File: src/hwts_pkg.sv
// Package for the host window traffic statistics core: defaults, field widths,
// sequencer state codes and the divider control bundle. Depends on nothing.
package hwts_pkg;

    localparam int SERVICE_COUNT_DEF = 128;
    localparam int COUNTER_BITS_DEF  = 16;
    localparam int FRACTION_BITS_DEF = 16;

    // Width of the service field on the request channel.
    localparam int SERVICE_BITS = 7;
    localparam int SERVICE_SPAN = 2 ** SERVICE_BITS;

    typedef enum logic [5:0] {
        S_CLEAR = 6'b000001,
        S_IDLE  = 6'b000010,
        S_READ  = 6'b000100,
        S_CALC  = 6'b001000,
        S_DIV   = 6'b010000,
        S_FIN   = 6'b100000
    } state_t;

    typedef struct packed {
        logic start;
        logic step;
    } div_ctrl_t;

endpackage

File: src/hwts_if.sv
// Request and result channel interfaces of the host window traffic stats core.
// Depends on hwts_pkg for widths and defaults.
interface hwts_evt_if;
    logic                              valid;
    logic                              ready;
    logic                              cmd;
    logic [hwts_pkg::SERVICE_BITS-1:0] service;
    logic                              syn_error;
    logic                              rej_error;

    modport source (output valid, cmd, service, syn_error, rej_error, input ready);
    modport sink   (input valid, cmd, service, syn_error, rej_error, output ready);
endinterface

interface hwts_res_if #(
    parameter int CounterBits  = hwts_pkg::COUNTER_BITS_DEF,
    parameter int FractionBits = hwts_pkg::FRACTION_BITS_DEF
);
    logic                    valid;
    logic                    ready;
    logic [CounterBits-1:0]  count_before;
    logic [FractionBits:0]   syn_error_rate;
    logic [FractionBits:0]   rej_error_rate;
    logic [FractionBits:0]   same_service_rate;
    logic [FractionBits:0]   diff_service_rate;
    logic [CounterBits-1:0]  same_service_count;
    logic                    window_empty;

    modport source (
        output valid, count_before, syn_error_rate, rej_error_rate,
               same_service_rate, diff_service_rate, same_service_count, window_empty,
        input  ready
    );
    modport sink (
        input  valid, count_before, syn_error_rate, rej_error_rate,
               same_service_rate, diff_service_rate, same_service_count, window_empty,
        output ready
    );
endinterface

File: src/hwts_div.sv
// One bit-serial restoring divider lane: rate = min(num * 2^F / den, 2^F).
// Depends on hwts_pkg for the control bundle.
module hwts_div #(
    parameter int CounterBits  = hwts_pkg::COUNTER_BITS_DEF,
    parameter int FractionBits = hwts_pkg::FRACTION_BITS_DEF
) (
    input  logic                  clk,
    input  hwts_pkg::div_ctrl_t   ctrl,
    input  logic [CounterBits-1:0] num,
    input  logic [CounterBits-1:0] den,
    output logic [FractionBits:0]  rate
);

    localparam logic [FractionBits:0] RateOne = (FractionBits + 1)'(1) << FractionBits;

    logic [CounterBits-1:0]  rem_reg,  rem_next;
    logic [FractionBits-1:0] quot_reg, quot_next;
    logic                    sat_reg,  sat_next;
    logic [CounterBits:0]    rem_dbl;
    logic [CounterBits:0]    rem_sub;
    logic                    ge;

    // Remainder stays below den once started, so its double fits one extra bit.
    assign rem_dbl = {rem_reg, 1'b0};
    assign ge      = (rem_dbl >= {1'b0, den});
    assign rem_sub = rem_dbl - {1'b0, den};

    always_comb
    begin
        rem_next  = rem_reg;
        quot_next = quot_reg;
        sat_next  = sat_reg;
        if (ctrl.start)
        begin
            rem_next  = num;
            quot_next = '0;
            sat_next  = (num >= den);
        end
        else if (ctrl.step)
        begin
            rem_next  = ge ? rem_sub[CounterBits-1:0] : rem_dbl[CounterBits-1:0];
            quot_next = {quot_reg[FractionBits-2:0], ge};
        end
    end

    always_ff @(posedge clk)
    begin
        rem_reg  <= rem_next;
        quot_reg <= quot_next;
        sat_reg  <= sat_next;
    end

    assign rate = sat_reg ? RateOne : {1'b0, quot_reg};

endmodule

File: src/host_window_traffic_stats_core.sv
// Host window traffic statistics core: per-host connection counters and rates.
// Depends on hwts_pkg, hwts_if (hwts_evt_if, hwts_res_if) and hwts_div.
//
//  port | direction | contents
//  -----+-----------+---------------------------------------------------------
//  evt  | in        | cmd (add/remove), service, syn_error, rej_error
//  res  | out       | count_before, four Q1.F rates, same_service_count, empty
//
//  An add request passes through the read, calc, divide and finish states
//  before the next one is accepted; the length of the divide state is set by
//  the three bit-serial divider lanes that produce one quotient bit each cycle.
//  A remove request skips the divide state. After reset the per-service memory
//  is cleared one entry a cycle, so evt is not ready until that sweep ends. A
//  stalled result is held in the output register while the next request is
//  read and divided; the finished result then waits until that register is free.
module host_window_traffic_stats_core #(
    parameter int ServiceCount = hwts_pkg::SERVICE_COUNT_DEF,
    parameter int CounterBits  = hwts_pkg::COUNTER_BITS_DEF,
    parameter int FractionBits = hwts_pkg::FRACTION_BITS_DEF
) (
    input  logic            clk,
    input  logic            rst_n,
    hwts_evt_if.sink        evt,
    hwts_res_if.source      res
);

    localparam int IdxBits  = $clog2(ServiceCount);
    localparam int StepBits = $clog2(FractionBits + 1);
    localparam int RateBits = FractionBits + 1;
    localparam logic [RateBits-1:0] RateOne = RateBits'(1) << FractionBits;
    localparam logic [IdxBits-1:0]  LastIdx = IdxBits'(ServiceCount - 1);
    localparam logic [StepBits-1:0] LastStep = StepBits'(FractionBits - 1);

    // Service numbers wrap modulo ServiceCount; the table is fixed at elaboration.
    logic [IdxBits-1:0] wrap_tab [hwts_pkg::SERVICE_SPAN];

    for (genvar g = 0; g < hwts_pkg::SERVICE_SPAN; g++)
    begin : g_wrap
        assign wrap_tab[g] = IdxBits'(g % ServiceCount);
    end

    // Per-service counters.
    logic [CounterBits-1:0] svc_mem [ServiceCount];

    hwts_pkg::state_t       state_reg,   state_next;
    logic [IdxBits-1:0]     clr_reg,     clr_next;
    logic [StepBits-1:0]    step_reg,    step_next;
    logic [CounterBits-1:0] total_reg,   total_next;
    logic [CounterBits-1:0] syn_cnt_reg, syn_cnt_next;
    logic [CounterBits-1:0] rej_cnt_reg, rej_cnt_next;
    logic                   res_valid_reg, res_valid_next;

    // Request payload and working values.
    logic                   cmd_reg;
    logic                   syn_reg;
    logic                   rej_reg;
    logic [IdxBits-1:0]     idx_reg;
    logic [CounterBits-1:0] rd_reg;
    logic [CounterBits-1:0] den_reg;
    logic                   empty_reg;

    // Result register.
    logic [CounterBits-1:0] out_count_reg;
    logic [CounterBits-1:0] out_same_cnt_reg;
    logic [RateBits-1:0]    out_syn_reg;
    logic [RateBits-1:0]    out_rej_reg;
    logic [RateBits-1:0]    out_same_reg;
    logic [RateBits-1:0]    out_diff_reg;
    logic                   out_empty_reg;

    hwts_pkg::div_ctrl_t    div_ctrl;
    logic [RateBits-1:0]    syn_rate;
    logic [RateBits-1:0]    rej_rate;
    logic [RateBits-1:0]    same_rate;
    logic [CounterBits-1:0] den_sel;

    logic                   evt_take;
    logic                   res_load;
    logic                   mem_we;
    logic [IdxBits-1:0]     mem_waddr;
    logic [CounterBits-1:0] mem_wdata;
    logic [CounterBits-1:0] rd_upd;

    function automatic logic [CounterBits-1:0] sat_inc(input logic [CounterBits-1:0] v);
        sat_inc = (v == '1) ? v : v + CounterBits'(1);
    endfunction

    function automatic logic [CounterBits-1:0] floor_dec(input logic [CounterBits-1:0] v);
        floor_dec = (v == '0) ? v : v - CounterBits'(1);
    endfunction

    assign evt.ready = (state_reg == hwts_pkg::S_IDLE);
    assign evt_take  = evt.valid && evt.ready;

    // Load the result register once the previous result has gone or is going.
    assign res_load  = (state_reg == hwts_pkg::S_FIN) && (!res_valid_reg || res.ready);

    assign rd_upd    = cmd_reg ? floor_dec(rd_reg) : sat_inc(rd_reg);
    assign mem_we    = (state_reg == hwts_pkg::S_CLEAR) || (state_reg == hwts_pkg::S_CALC);
    assign mem_waddr = (state_reg == hwts_pkg::S_CLEAR) ? clr_reg : idx_reg;
    assign mem_wdata = (state_reg == hwts_pkg::S_CLEAR) ? '0 : rd_upd;

    always_comb
    begin
        state_next     = state_reg;
        clr_next       = clr_reg;
        step_next      = step_reg;
        total_next     = total_reg;
        syn_cnt_next   = syn_cnt_reg;
        rej_cnt_next   = rej_cnt_reg;
        div_ctrl       = '0;
        res_valid_next = res_valid_reg;

        if (res.ready)
        begin
            res_valid_next = 1'b0;
        end

        unique case (state_reg)
            hwts_pkg::S_CLEAR:
            begin
                // Sweep the service memory to zero after reset.
                clr_next = clr_reg + IdxBits'(1);
                if (clr_reg == LastIdx)
                begin
                    state_next = hwts_pkg::S_IDLE;
                end
            end
            hwts_pkg::S_IDLE:
            begin
                if (evt_take)
                begin
                    state_next = hwts_pkg::S_READ;
                end
            end
            hwts_pkg::S_READ:
            begin
                state_next = hwts_pkg::S_CALC;
            end
            hwts_pkg::S_CALC:
            begin
                // Dividers sample the counters before this update.
                div_ctrl.start = 1'b1;
                step_next      = '0;
                if (cmd_reg)
                begin
                    total_next   = floor_dec(total_reg);
                    syn_cnt_next = syn_reg ? floor_dec(syn_cnt_reg) : syn_cnt_reg;
                    rej_cnt_next = rej_reg ? floor_dec(rej_cnt_reg) : rej_cnt_reg;
                    state_next   = hwts_pkg::S_FIN;
                end
                else
                begin
                    total_next   = sat_inc(total_reg);
                    syn_cnt_next = syn_reg ? sat_inc(syn_cnt_reg) : syn_cnt_reg;
                    rej_cnt_next = rej_reg ? sat_inc(rej_cnt_reg) : rej_cnt_reg;
                    state_next   = hwts_pkg::S_DIV;
                end
            end
            hwts_pkg::S_DIV:
            begin
                div_ctrl.step = 1'b1;
                step_next     = step_reg + StepBits'(1);
                if (step_reg == LastStep)
                begin
                    state_next = hwts_pkg::S_FIN;
                end
            end
            hwts_pkg::S_FIN:
            begin
                if (res_load)
                begin
                    res_valid_next = 1'b1;
                    state_next     = hwts_pkg::S_IDLE;
                end
            end
            default:
            begin
                state_next = hwts_pkg::S_IDLE;
            end
        endcase
    end

    always_ff @(posedge clk or negedge rst_n)
    begin
        if (!rst_n)
        begin
            state_reg     <= hwts_pkg::S_CLEAR;
            clr_reg       <= '0;
            step_reg      <= '0;
            total_reg     <= '0;
            syn_cnt_reg   <= '0;
            rej_cnt_reg   <= '0;
            res_valid_reg <= 1'b0;
        end
        else
        begin
            state_reg     <= state_next;
            clr_reg       <= clr_next;
            step_reg      <= step_next;
            total_reg     <= total_next;
            syn_cnt_reg   <= syn_cnt_next;
            rej_cnt_reg   <= rej_cnt_next;
            res_valid_reg <= res_valid_next;
        end
    end

    // Service memory: one write port, registered read.
    always_ff @(posedge clk)
    begin
        if (mem_we)
        begin
            svc_mem[mem_waddr] <= mem_wdata;
        end
        if (state_reg == hwts_pkg::S_READ)
        begin
            rd_reg <= svc_mem[idx_reg];
        end
    end

    // Capture the request, the pre-update total and the post-update empty flag.
    always_ff @(posedge clk)
    begin
        if (evt_take)
        begin
            cmd_reg <= evt.cmd;
            syn_reg <= evt.syn_error;
            rej_reg <= evt.rej_error;
            idx_reg <= wrap_tab[evt.service];
        end
        if (state_reg == hwts_pkg::S_CALC)
        begin
            den_reg   <= total_reg;
            empty_reg <= (total_next == '0);
        end
    end

    // All lanes start in the cycle that updates the total, so they divide by
    // the live total at start and by the snapshot afterward.
    assign den_sel = div_ctrl.start ? total_reg : den_reg;

    hwts_div #(.CounterBits(CounterBits), .FractionBits(FractionBits)) u_div_syn (
        .clk  (clk),
        .ctrl (div_ctrl),
        .num  (syn_cnt_reg),
        .den  (den_sel),
        .rate (syn_rate)
    );

    hwts_div #(.CounterBits(CounterBits), .FractionBits(FractionBits)) u_div_rej (
        .clk  (clk),
        .ctrl (div_ctrl),
        .num  (rej_cnt_reg),
        .den  (den_sel),
        .rate (rej_rate)
    );

    hwts_div #(.CounterBits(CounterBits), .FractionBits(FractionBits)) u_div_same (
        .clk  (clk),
        .ctrl (div_ctrl),
        .num  (rd_reg),
        .den  (den_sel),
        .rate (same_rate)
    );

    // Remove requests and adds to a window that was empty report zero for every rate.
    always_ff @(posedge clk)
    begin
        if (res_load)
        begin
            out_empty_reg <= empty_reg;
            if (cmd_reg)
            begin
                out_count_reg    <= '0;
                out_same_cnt_reg <= '0;
                out_syn_reg      <= '0;
                out_rej_reg      <= '0;
                out_same_reg     <= '0;
                out_diff_reg     <= '0;
            end
            else
            begin
                out_count_reg    <= den_reg;
                out_same_cnt_reg <= rd_reg;
                if (den_reg == '0)
                begin
                    out_syn_reg  <= '0;
                    out_rej_reg  <= '0;
                    out_same_reg <= '0;
                    out_diff_reg <= '0;
                end
                else
                begin
                    out_syn_reg  <= syn_rate;
                    out_rej_reg  <= rej_rate;
                    out_same_reg <= same_rate;
                    out_diff_reg <= RateOne - same_rate;
                end
            end
        end
    end

    assign res.valid              = res_valid_reg;
    assign res.count_before       = out_count_reg;
    assign res.syn_error_rate     = out_syn_reg;
    assign res.rej_error_rate     = out_rej_reg;
    assign res.same_service_rate  = out_same_reg;
    assign res.diff_service_rate  = out_diff_reg;
    assign res.same_service_count = out_same_cnt_reg;
    assign res.window_empty       = out_empty_reg;

endmodule

File: src/flat_wrapper.sv
// flat-port wrapper written by rule: the top's interface ports become plain ports
module host_window_traffic_stats_core_flat 
#(
    parameter int ServiceCount = hwts_pkg::SERVICE_COUNT_DEF,
    parameter int CounterBits  = hwts_pkg::COUNTER_BITS_DEF,
    parameter int FractionBits = hwts_pkg::FRACTION_BITS_DEF
)
  (clk, rst_n, evt_valid, evt_cmd, evt_service, evt_syn_error, evt_rej_error, evt_ready, res_valid, res_count_before, res_syn_error_rate, res_rej_error_rate, res_same_service_rate, res_diff_service_rate, res_same_service_count, res_window_empty, res_ready);
  hwts_evt_if evt_i ();
  hwts_res_if #(.CounterBits(CounterBits), .FractionBits(FractionBits)) res_i ();
  input  logic clk;
  input  logic rst_n;
  input wire logic [$bits(evt_i.valid)-1:0] evt_valid;
  input wire logic [$bits(evt_i.cmd)-1:0] evt_cmd;
  input wire logic [$bits(evt_i.service)-1:0] evt_service;
  input wire logic [$bits(evt_i.syn_error)-1:0] evt_syn_error;
  input wire logic [$bits(evt_i.rej_error)-1:0] evt_rej_error;
  output wire logic [$bits(evt_i.ready)-1:0] evt_ready;
  output wire logic [$bits(res_i.valid)-1:0] res_valid;
  output wire logic [$bits(res_i.count_before)-1:0] res_count_before;
  output wire logic [$bits(res_i.syn_error_rate)-1:0] res_syn_error_rate;
  output wire logic [$bits(res_i.rej_error_rate)-1:0] res_rej_error_rate;
  output wire logic [$bits(res_i.same_service_rate)-1:0] res_same_service_rate;
  output wire logic [$bits(res_i.diff_service_rate)-1:0] res_diff_service_rate;
  output wire logic [$bits(res_i.same_service_count)-1:0] res_same_service_count;
  output wire logic [$bits(res_i.window_empty)-1:0] res_window_empty;
  input wire logic [$bits(res_i.ready)-1:0] res_ready;
  assign evt_i.valid = evt_valid;
  assign evt_i.cmd = evt_cmd;
  assign evt_i.service = evt_service;
  assign evt_i.syn_error = evt_syn_error;
  assign evt_i.rej_error = evt_rej_error;
  assign evt_ready = evt_i.ready;
  assign res_valid = res_i.valid;
  assign res_count_before = res_i.count_before;
  assign res_syn_error_rate = res_i.syn_error_rate;
  assign res_rej_error_rate = res_i.rej_error_rate;
  assign res_same_service_rate = res_i.same_service_rate;
  assign res_diff_service_rate = res_i.diff_service_rate;
  assign res_same_service_count = res_i.same_service_count;
  assign res_window_empty = res_i.window_empty;
  assign res_i.ready = res_ready;
  host_window_traffic_stats_core #(.ServiceCount(ServiceCount), .CounterBits(CounterBits), .FractionBits(FractionBits)) u_core (.clk(clk), .rst_n(rst_n), .evt(evt_i), .res(res_i));
endmodule
File: config.mk
export PLATFORM = sky130hd
export DESIGN_NAME = host_window_traffic_stats_core_flat
export DESIGN_NICKNAME = d
export VERILOG_FILES = /design/src/hwts_pkg.sv /design/src/hwts_if.sv /design/src/hwts_div.sv /design/src/host_window_traffic_stats_core.sv /design/src/flat_wrapper.sv
export SDC_FILE = /design/constraint.sdc
export NUM_CORES = 2
export LEC_CHECK = 0
export BUFFER_PORTS_ARGS = -buffer_cell sky130_fd_sc_hd__buf_4
export CAP_MARGIN = 10
export CORE_UTILIZATION = 49
export CTS_BUF_LIST = sky130_fd_sc_hd__clkbuf_8
export CTS_CLUSTER_SIZE = 8
export DETAILED_ROUTE_END_ITERATION = 16
export SKIP_LAST_GASP = 1
export SLEW_MARGIN = 20
export SYNTH_ARGS = -nofsm -noshare
export SYNTH_HDL_FRONTEND = slang
export SYNTH_SLANG_ARGS = --single-unit
File: constraint.sdc
create_clock -name clk -period 13.1 [get_ports clk]
set_clock_uncertainty 0.15 [all_clocks]
set_input_delay 1.965 -clock clk [delete_from_list [all_inputs] [get_ports clk]]
set_output_delay 1.965 -clock clk [all_outputs]
set_load 0.1 [all_outputs]
* After elaboration in Yosys (flattened, before gate mapping)
Memories as Yosys holds them, arrays and structs flattened. A register that Yosys moved wholly into a read port is not among the register bits.
Cells that the tools add are included.
** Operators by class
- Bitwise gates (word level) :: 1
- $add $sub $neg :: 14
- Equality and inequality tests :: 20
- Multiplexer cells :: 46
- Order comparisons :: 6
- Reduce and logical (&&, ||, !) cells :: 19
** Operators by type and width (count)
- two-way mux 16 bit :: 28
- zero test 16 bit :: 6
- adder 16 x 1 -> 16 bit (second input constant) :: 4
- equality test 16 bit (second input constant) :: 4
- subtractor 16 x 1 -> 16 bit (second input constant) :: 4
- greater-or-equal comparator 17 x 16 -> 1 bit :: 3
- two-way mux 17 bit :: 3
- greater-or-equal comparator 16 bit :: 3
- subtractor 16 bit :: 3
- case mux 6 bit (6 select lines) :: 1
- two-way mux 6 bit :: 5
- subtractor 17 bit (first input constant) :: 1
- AND reduction 4 bit :: 3
- case mux 5 bit (2 select lines) :: 1
- != test 2 x 1 -> 1 bit (second input constant) :: 4
- != test 2 bit (second input constant) :: 4
- NOT 7 -> 8 bit :: 1
- adder 7 x 1 -> 7 bit (second input constant) :: 1
- equality test 7 bit (second input constant) :: 1
- two-way mux 1 bit :: 7
- two-way mux 7 bit :: 1
- equality test 6 x 1 -> 1 bit (second input constant) :: 1
- equality test 6 x 2 -> 1 bit (second input constant) :: 1
- equality test 6 x 3 -> 1 bit (second input constant) :: 1
- 11 further kinds :: 15
** Storage, ports and cells
- Bits in writable memories :: 2048
- Word-level logic and storage cells :: 138
- Input bits :: 14
- Memories kept :: 2
- Bits in read-only memories :: 896
- Output and inout bits :: 103
- Register bits :: 287
** Memories
- u_core.svc_mem :: words 128, bits a word 16, read ports 1, clocked after Yosys merged registers in 1, write ports 1, RTL line host_window_traffic_stats_core.sv:43 : logic [CounterBits-1:0] svc_mem [ServiceCount];
- (name not given) :: words 128, bits a word 7, read ports 1, clocked after Yosys merged registers in 1, write ports 0, RTL line host_window_traffic_stats_core.sv:229 : idx_reg <= wrap_tab[evt.service];

* Longest topological paths before layout
- Depth after elaboration :: 7
- Depth in mapped cells :: 20
- Gate-level depth less buffers :: 15

* Cells and area by module
From an unflattened synthesis, not the netlist that was laid out.
** Second synthesis, totals
- Cell total of the unflattened synthesis :: 5153
- Area, all modules :: 97985.2 um^2
** By module, submodules not included
- host_window_traffic_stats_core :: cells each 4172, instances 1, area an instance 89408.2 um^2, seq. area each 67471.0 um^2
- hwts_div :: cells each 327, instances 3, area an instance 2859.0 um^2, seq. area each 830.8 um^2

* Worst setup path before layout
No wires, ideal clock.
- Kind :: register to register
- From :: register u_core.rd_reg[2] (read register of u_core.svc_mem)
- To :: memory u_core.svc_mem[0][13] (netlist bit) (data pin)
- Data required time :: 11.685 ns
- Setup time :: 1.265 ns
- Slack :: 4.237 ns
- Data arrival time :: 7.448 ns
- Stages on the path, launching flop included :: 10
- Period minus slack after synthesis :: 8.863 ns
- Path buffers :: 1
- Cells stage by stage :: edfxtp_1 > clkbuf_1 > or2_2 > nor4_1 > nand3_1 > and3_1 > nand2_1 > nor2_1 > xnor2_1 > a221oi_1
** On the way
- Longest elaborated chain between the ends :: 4
- Elaborated cells on any way between the ends :: 8
- Those cells by class :: add/sub (2); eq/ne (1); mux (4); reduce/logical (1)
** Ends and longest elaborated chain
- start, declared :: RTL line host_window_traffic_stats_core.sv:58 : logic [CounterBits-1:0] rd_reg;
- adder 16 x 1 -> 16 bit (tied with other cells) :: RTL line host_window_traffic_stats_core.sv:85 : sat_inc = (v == '1) ? v : v + CounterBits'(1);
- two-way mux 16 bit (on tied branches) :: RTL line host_window_traffic_stats_core.sv:85, host_window_traffic_stats_core.sv:89
- two-way mux 16 bit * :: RTL line host_window_traffic_stats_core.sv:98 : assign rd_upd = cmd_reg ? floor_dec(rd_reg) : sat_inc(rd_reg);
- two-way mux 16 bit * :: RTL line host_window_traffic_stats_core.sv:101 : assign mem_wdata = (state_reg == hwts_pkg::S_CLEAR) ? '0 : rd_upd;
- via u_core.mem_wdata[13] :: RTL line host_window_traffic_stats_core.sv:81 : logic [CounterBits-1:0] mem_wdata;
- end, declared :: RTL line host_window_traffic_stats_core.sv:43
Mark *: on every way through the listed nets, which the timed path passes. The rest lies on a longest branch.

* Worst setup path after layout
- From :: register u_core.state_reg[2]
- To :: register u_core.u_div_same.rem_reg[15] (data pin)
** On the way
- Longest elaborated chain between the ends :: 7
- Elaborated cells on any way between the ends :: 8
- Those cells by class :: add/sub (1); order compare (1); eq/ne (1); mux (5)
** Ends and longest elaborated chain
- start, declared :: RTL line host_window_traffic_stats_core.sv:45 : hwts_pkg::state_t state_reg, state_next;
- start signal, assigned :: RTL line host_window_traffic_stats_core.sv:188 : state_reg <= hwts_pkg::S_CLEAR;
- start signal, assigned :: RTL line host_window_traffic_stats_core.sv:198 : state_reg <= state_next;
- equality test 6 x 4 -> 1 bit * :: RTL line host_window_traffic_stats_core.sv:119 : unique case (state_reg)
- two-way mux 1 bit * :: RTL line host_window_traffic_stats_core.sv:119
- two-way mux 16 bit :: RTL line host_window_traffic_stats_core.sv:240 : assign den_sel = div_ctrl.start ? total_reg : den_reg;
- subtractor 16 bit or greater-or-equal comparator 17 x 16 -> 1 bit (tied branches) :: RTL line hwts_div.sv:26, hwts_div.sv:25
- two-way mux 16 bit :: RTL line hwts_div.sv:41 : rem_next = ge ? rem_sub[CounterBits-1:0] : rem_dbl[CounterBits-1:0];
- two-way mux 16 bit :: RTL line hwts_div.sv:39 : else if (ctrl.step)
- two-way mux 16 bit * :: RTL line hwts_div.sv:33 : if (ctrl.start)
- via u_core.u_div_same.rem_next[15] :: RTL line hwts_div.sv:16 : logic [CounterBits-1:0] rem_reg, rem_next;
- end signal, assigned :: RTL line hwts_div.sv:48 : rem_reg <= rem_next;
- end, declared :: RTL line hwts_div.sv:16
Mark *: on every way through the listed nets, which the timed path passes. The rest lies on a longest branch. The select of a mux whose other input is x is not followed.
A chain may end at the register's enable or synchronous reset.

==> results.tsv <==
metric	value	unit
status	finished, final reports clean	
die-area	198000	um^2
hold_class	flip-flop to flip-flop	
drive_gt1_share	27.7	%
power.density	171	nW/um^2
hold_buffers	0	
fin_crit	5200	ps
cp.required	13680	ps
min_period_over_period	39.7	%
hold_viol	0	
cts_setup_buffers	0	
synth_cell_types	82	
synth_nets	5022	
cts.sinks	2357	
worstMarginPinSlew	1140	ps
netlist_instances	4879	
drt_iter0_drc	5454	
cts_tree	yes	
cp-start-kind	flip-flop	
regArea	70000	um^2
worst-setup-path-type	flip-flop to flip-flop	
grt_pass1_vias	50200	
drv_cap	0	
tns	0	ps
synthArstFlopShare	2.84	%
yosysMostFrequentCell	edfxtp_1	
pin_count	117	
grt_pass1_wl	354000	um
port_buffers	116	
route.detailed.drc	0	
worst_setup_hold_path_clk_slew	70	ps
slew_headroom	24.0	%
synth_edf_count	2242	
synth.area.top_cells	edfxtp_1, mux4_2, dfrtp_1	
synth_area	96300	um^2
wl	246000	um
maxSlewViolCount	0	
vias_per_cell	6.02	
leakage	0.0361	uW
vdd_drop_max	0.000116	V
grt_usage	25.0	%
cts_root_buf	clkbuf_8	
synthTopCellsByCount	edfxtp_1, mux4_2, nor2_1	
worstPathMaxFanout	28	
rows	162	
dp_hpwl	144000	um
grt_start_max_net_pins	125	
crit_start	u_core.state_reg[2]	
area_growth	12.6	%
grt-ovfl-total	0	
ys.flop_type	edfxtp_1	
place_congestion	0.843	
cp-end-kind	flip-flop	
clock_latency	1090	ps
die_w	445	um
synth_top_area_share	69.9	%
yosysSeqAreaShare	72.7	%
holdWs	317	ps
cp.arrival	5780	ps
min_from	u_core.empty_reg	
antenna_found_initial	7	
wl_per_cell	29.8	um
timing.rr.start	u_core.state_reg[2]	
fin_nets	5508	
finalSetupViolCount	0	
dr.pass1.iters	5	
via_count	49800	
ctsResizeCount	0	
clk_path_buf_depth	4	
timing.fmax	0.192	GHz
yosysWarnings	0	
rsz0062_at_grt	false	
nFillCells	15100	
start_util	49.4	%
final_antenna_net_count	0	
multi_input_area	25300	um^2
top_register	u_core.svc_mem	
synth_largest_area_cell	edfxtp_1	
core-area	195000	um^2
cts_max_level	5	
cts_buffers	398	
avgSynthCellArea	19.7	um^2
largest_reg_flops	2048	
synth-seq-cells	2357	
die_y	445	um
==> area by class of cell <==
| class | count | area share [%] |
|---|---|---|
| timing repair buffer | 341 | 2.51 |
| clock buffer | 420 | 5.33 |
| multi-input combinational | 2204 | 23.4 |
| inverter | 63 | 0.225 |
| clock inverter | 260 | 1.02 |
| antenna | 5 | 0.0115 |
| tap | 2624 | 3.03 |
| sequential | 2357 | 64.5 |
==> final timing paths <==
check	endpoint	slack (ps)	cells after the start
min in group asynchronous	u_core.syn_cnt_reg[4]	680	1
worst max-delay path	u_core.u_div_same.rem_reg[15]	7900	14
worst min register to register	u_core.res.window_empty	320	0
max in group asynchronous	u_core.state_reg[0]	11500	2
worst min-delay path	u_core.res.window_empty	320	0
worst max register to register	u_core.u_div_same.rem_reg[15]	7900	14
==> report_power, final <==
group	switching (uW)	total, uW	internal, uW
Clock	2820	5810	2980
Combinational	2210	3670	1460
Sequential	214	9020	8810
Total	5250	18500	13200
==> worst max-delay path: stages (launching register included) <==
cell and delay (ps):
dfrtp_1 430, nor4_2 510, nand2_4 340, inv_2 530, nand2_1 140, a21boi_0 140
buf_4 210, ha_1 370, nand4b_1 170, or4_1 150, nor3_1 50, or4_1 490
nor2_1 850, a31o_2 210, a31oi_1 80
==> kinds of logic after synthesis <==
group | Yosys count | share of synthesized area, %
compound gates | 425 | 2.89
xor+xnor | 112 | 1.02
fa+ha+maj | 131 | 1.74
buf+inv | 318 | 1.26
flops | 2357 | 72.7
mux | 722 | 16.3
simple gates | 814 | 4.16
==> per-layer routing <==
layer / part of all wire (%) / vias up / global-route usage [%]
li1: - / 21100 / -
met1: 42 / 26500 / 35.4
met2: 48 / 1879 / 39.6
met3: 6.8 / 365 / 4.71
met4: 2.6 / 4 / 7.49
met5: 0.011 / - / 0
==> per-stage QoR <==
step | utilization (%) | area (um^2) | cells | worst slack, ps | power [uW]
after global routing | 55.6 | 108000 | 8270 | 7520 | 19200
after floorplan | - | 96300 | 4879 | 4240 | 11600
final | 55.6 | 108000 | 8274 | 7900 | 18500
after global placement | 52.0 | 101000 | 7583 | 7890 | 12800
after detailed placement | 52.0 | 101000 | 7583 | 7890 | 12900
after CTS | 55.5 | 108000 | 8263 | 7830 | 18700
==> placed cells by master, fill, tap and decap left out, drive strengths merged, types with 9 or more instances in the layout <==
cell type	Yosys	layout
edfxtp	2242	2242
dfrtp	66	66
o21bai	16	16
buf	76	341
a21o	21	21
nand2b	27	27
clkbuf	179	420
o22ai	11	11
and2	56	56
or4	9	9
a211oi	11	11
a31oi	39	39
o21a	13	13
nor2b	53	53
or2	20	20
nand4	33	33
xnor2	76	76
mux4	672	672
nor3	45	45
dfxtp	48	48
mux2	25	25
o21ai	76	76
and3	20	20
mux2i	25	25
ha	124	124
nor2	267	267
a21oi	119	119
a22o	46	46
nor4	29	29
nand2	162	162
xor2	36	36
o211ai	12	12
nand3	55	55
clkinv	4	98
inv	59	217
(Power assumes the default switching activity.)
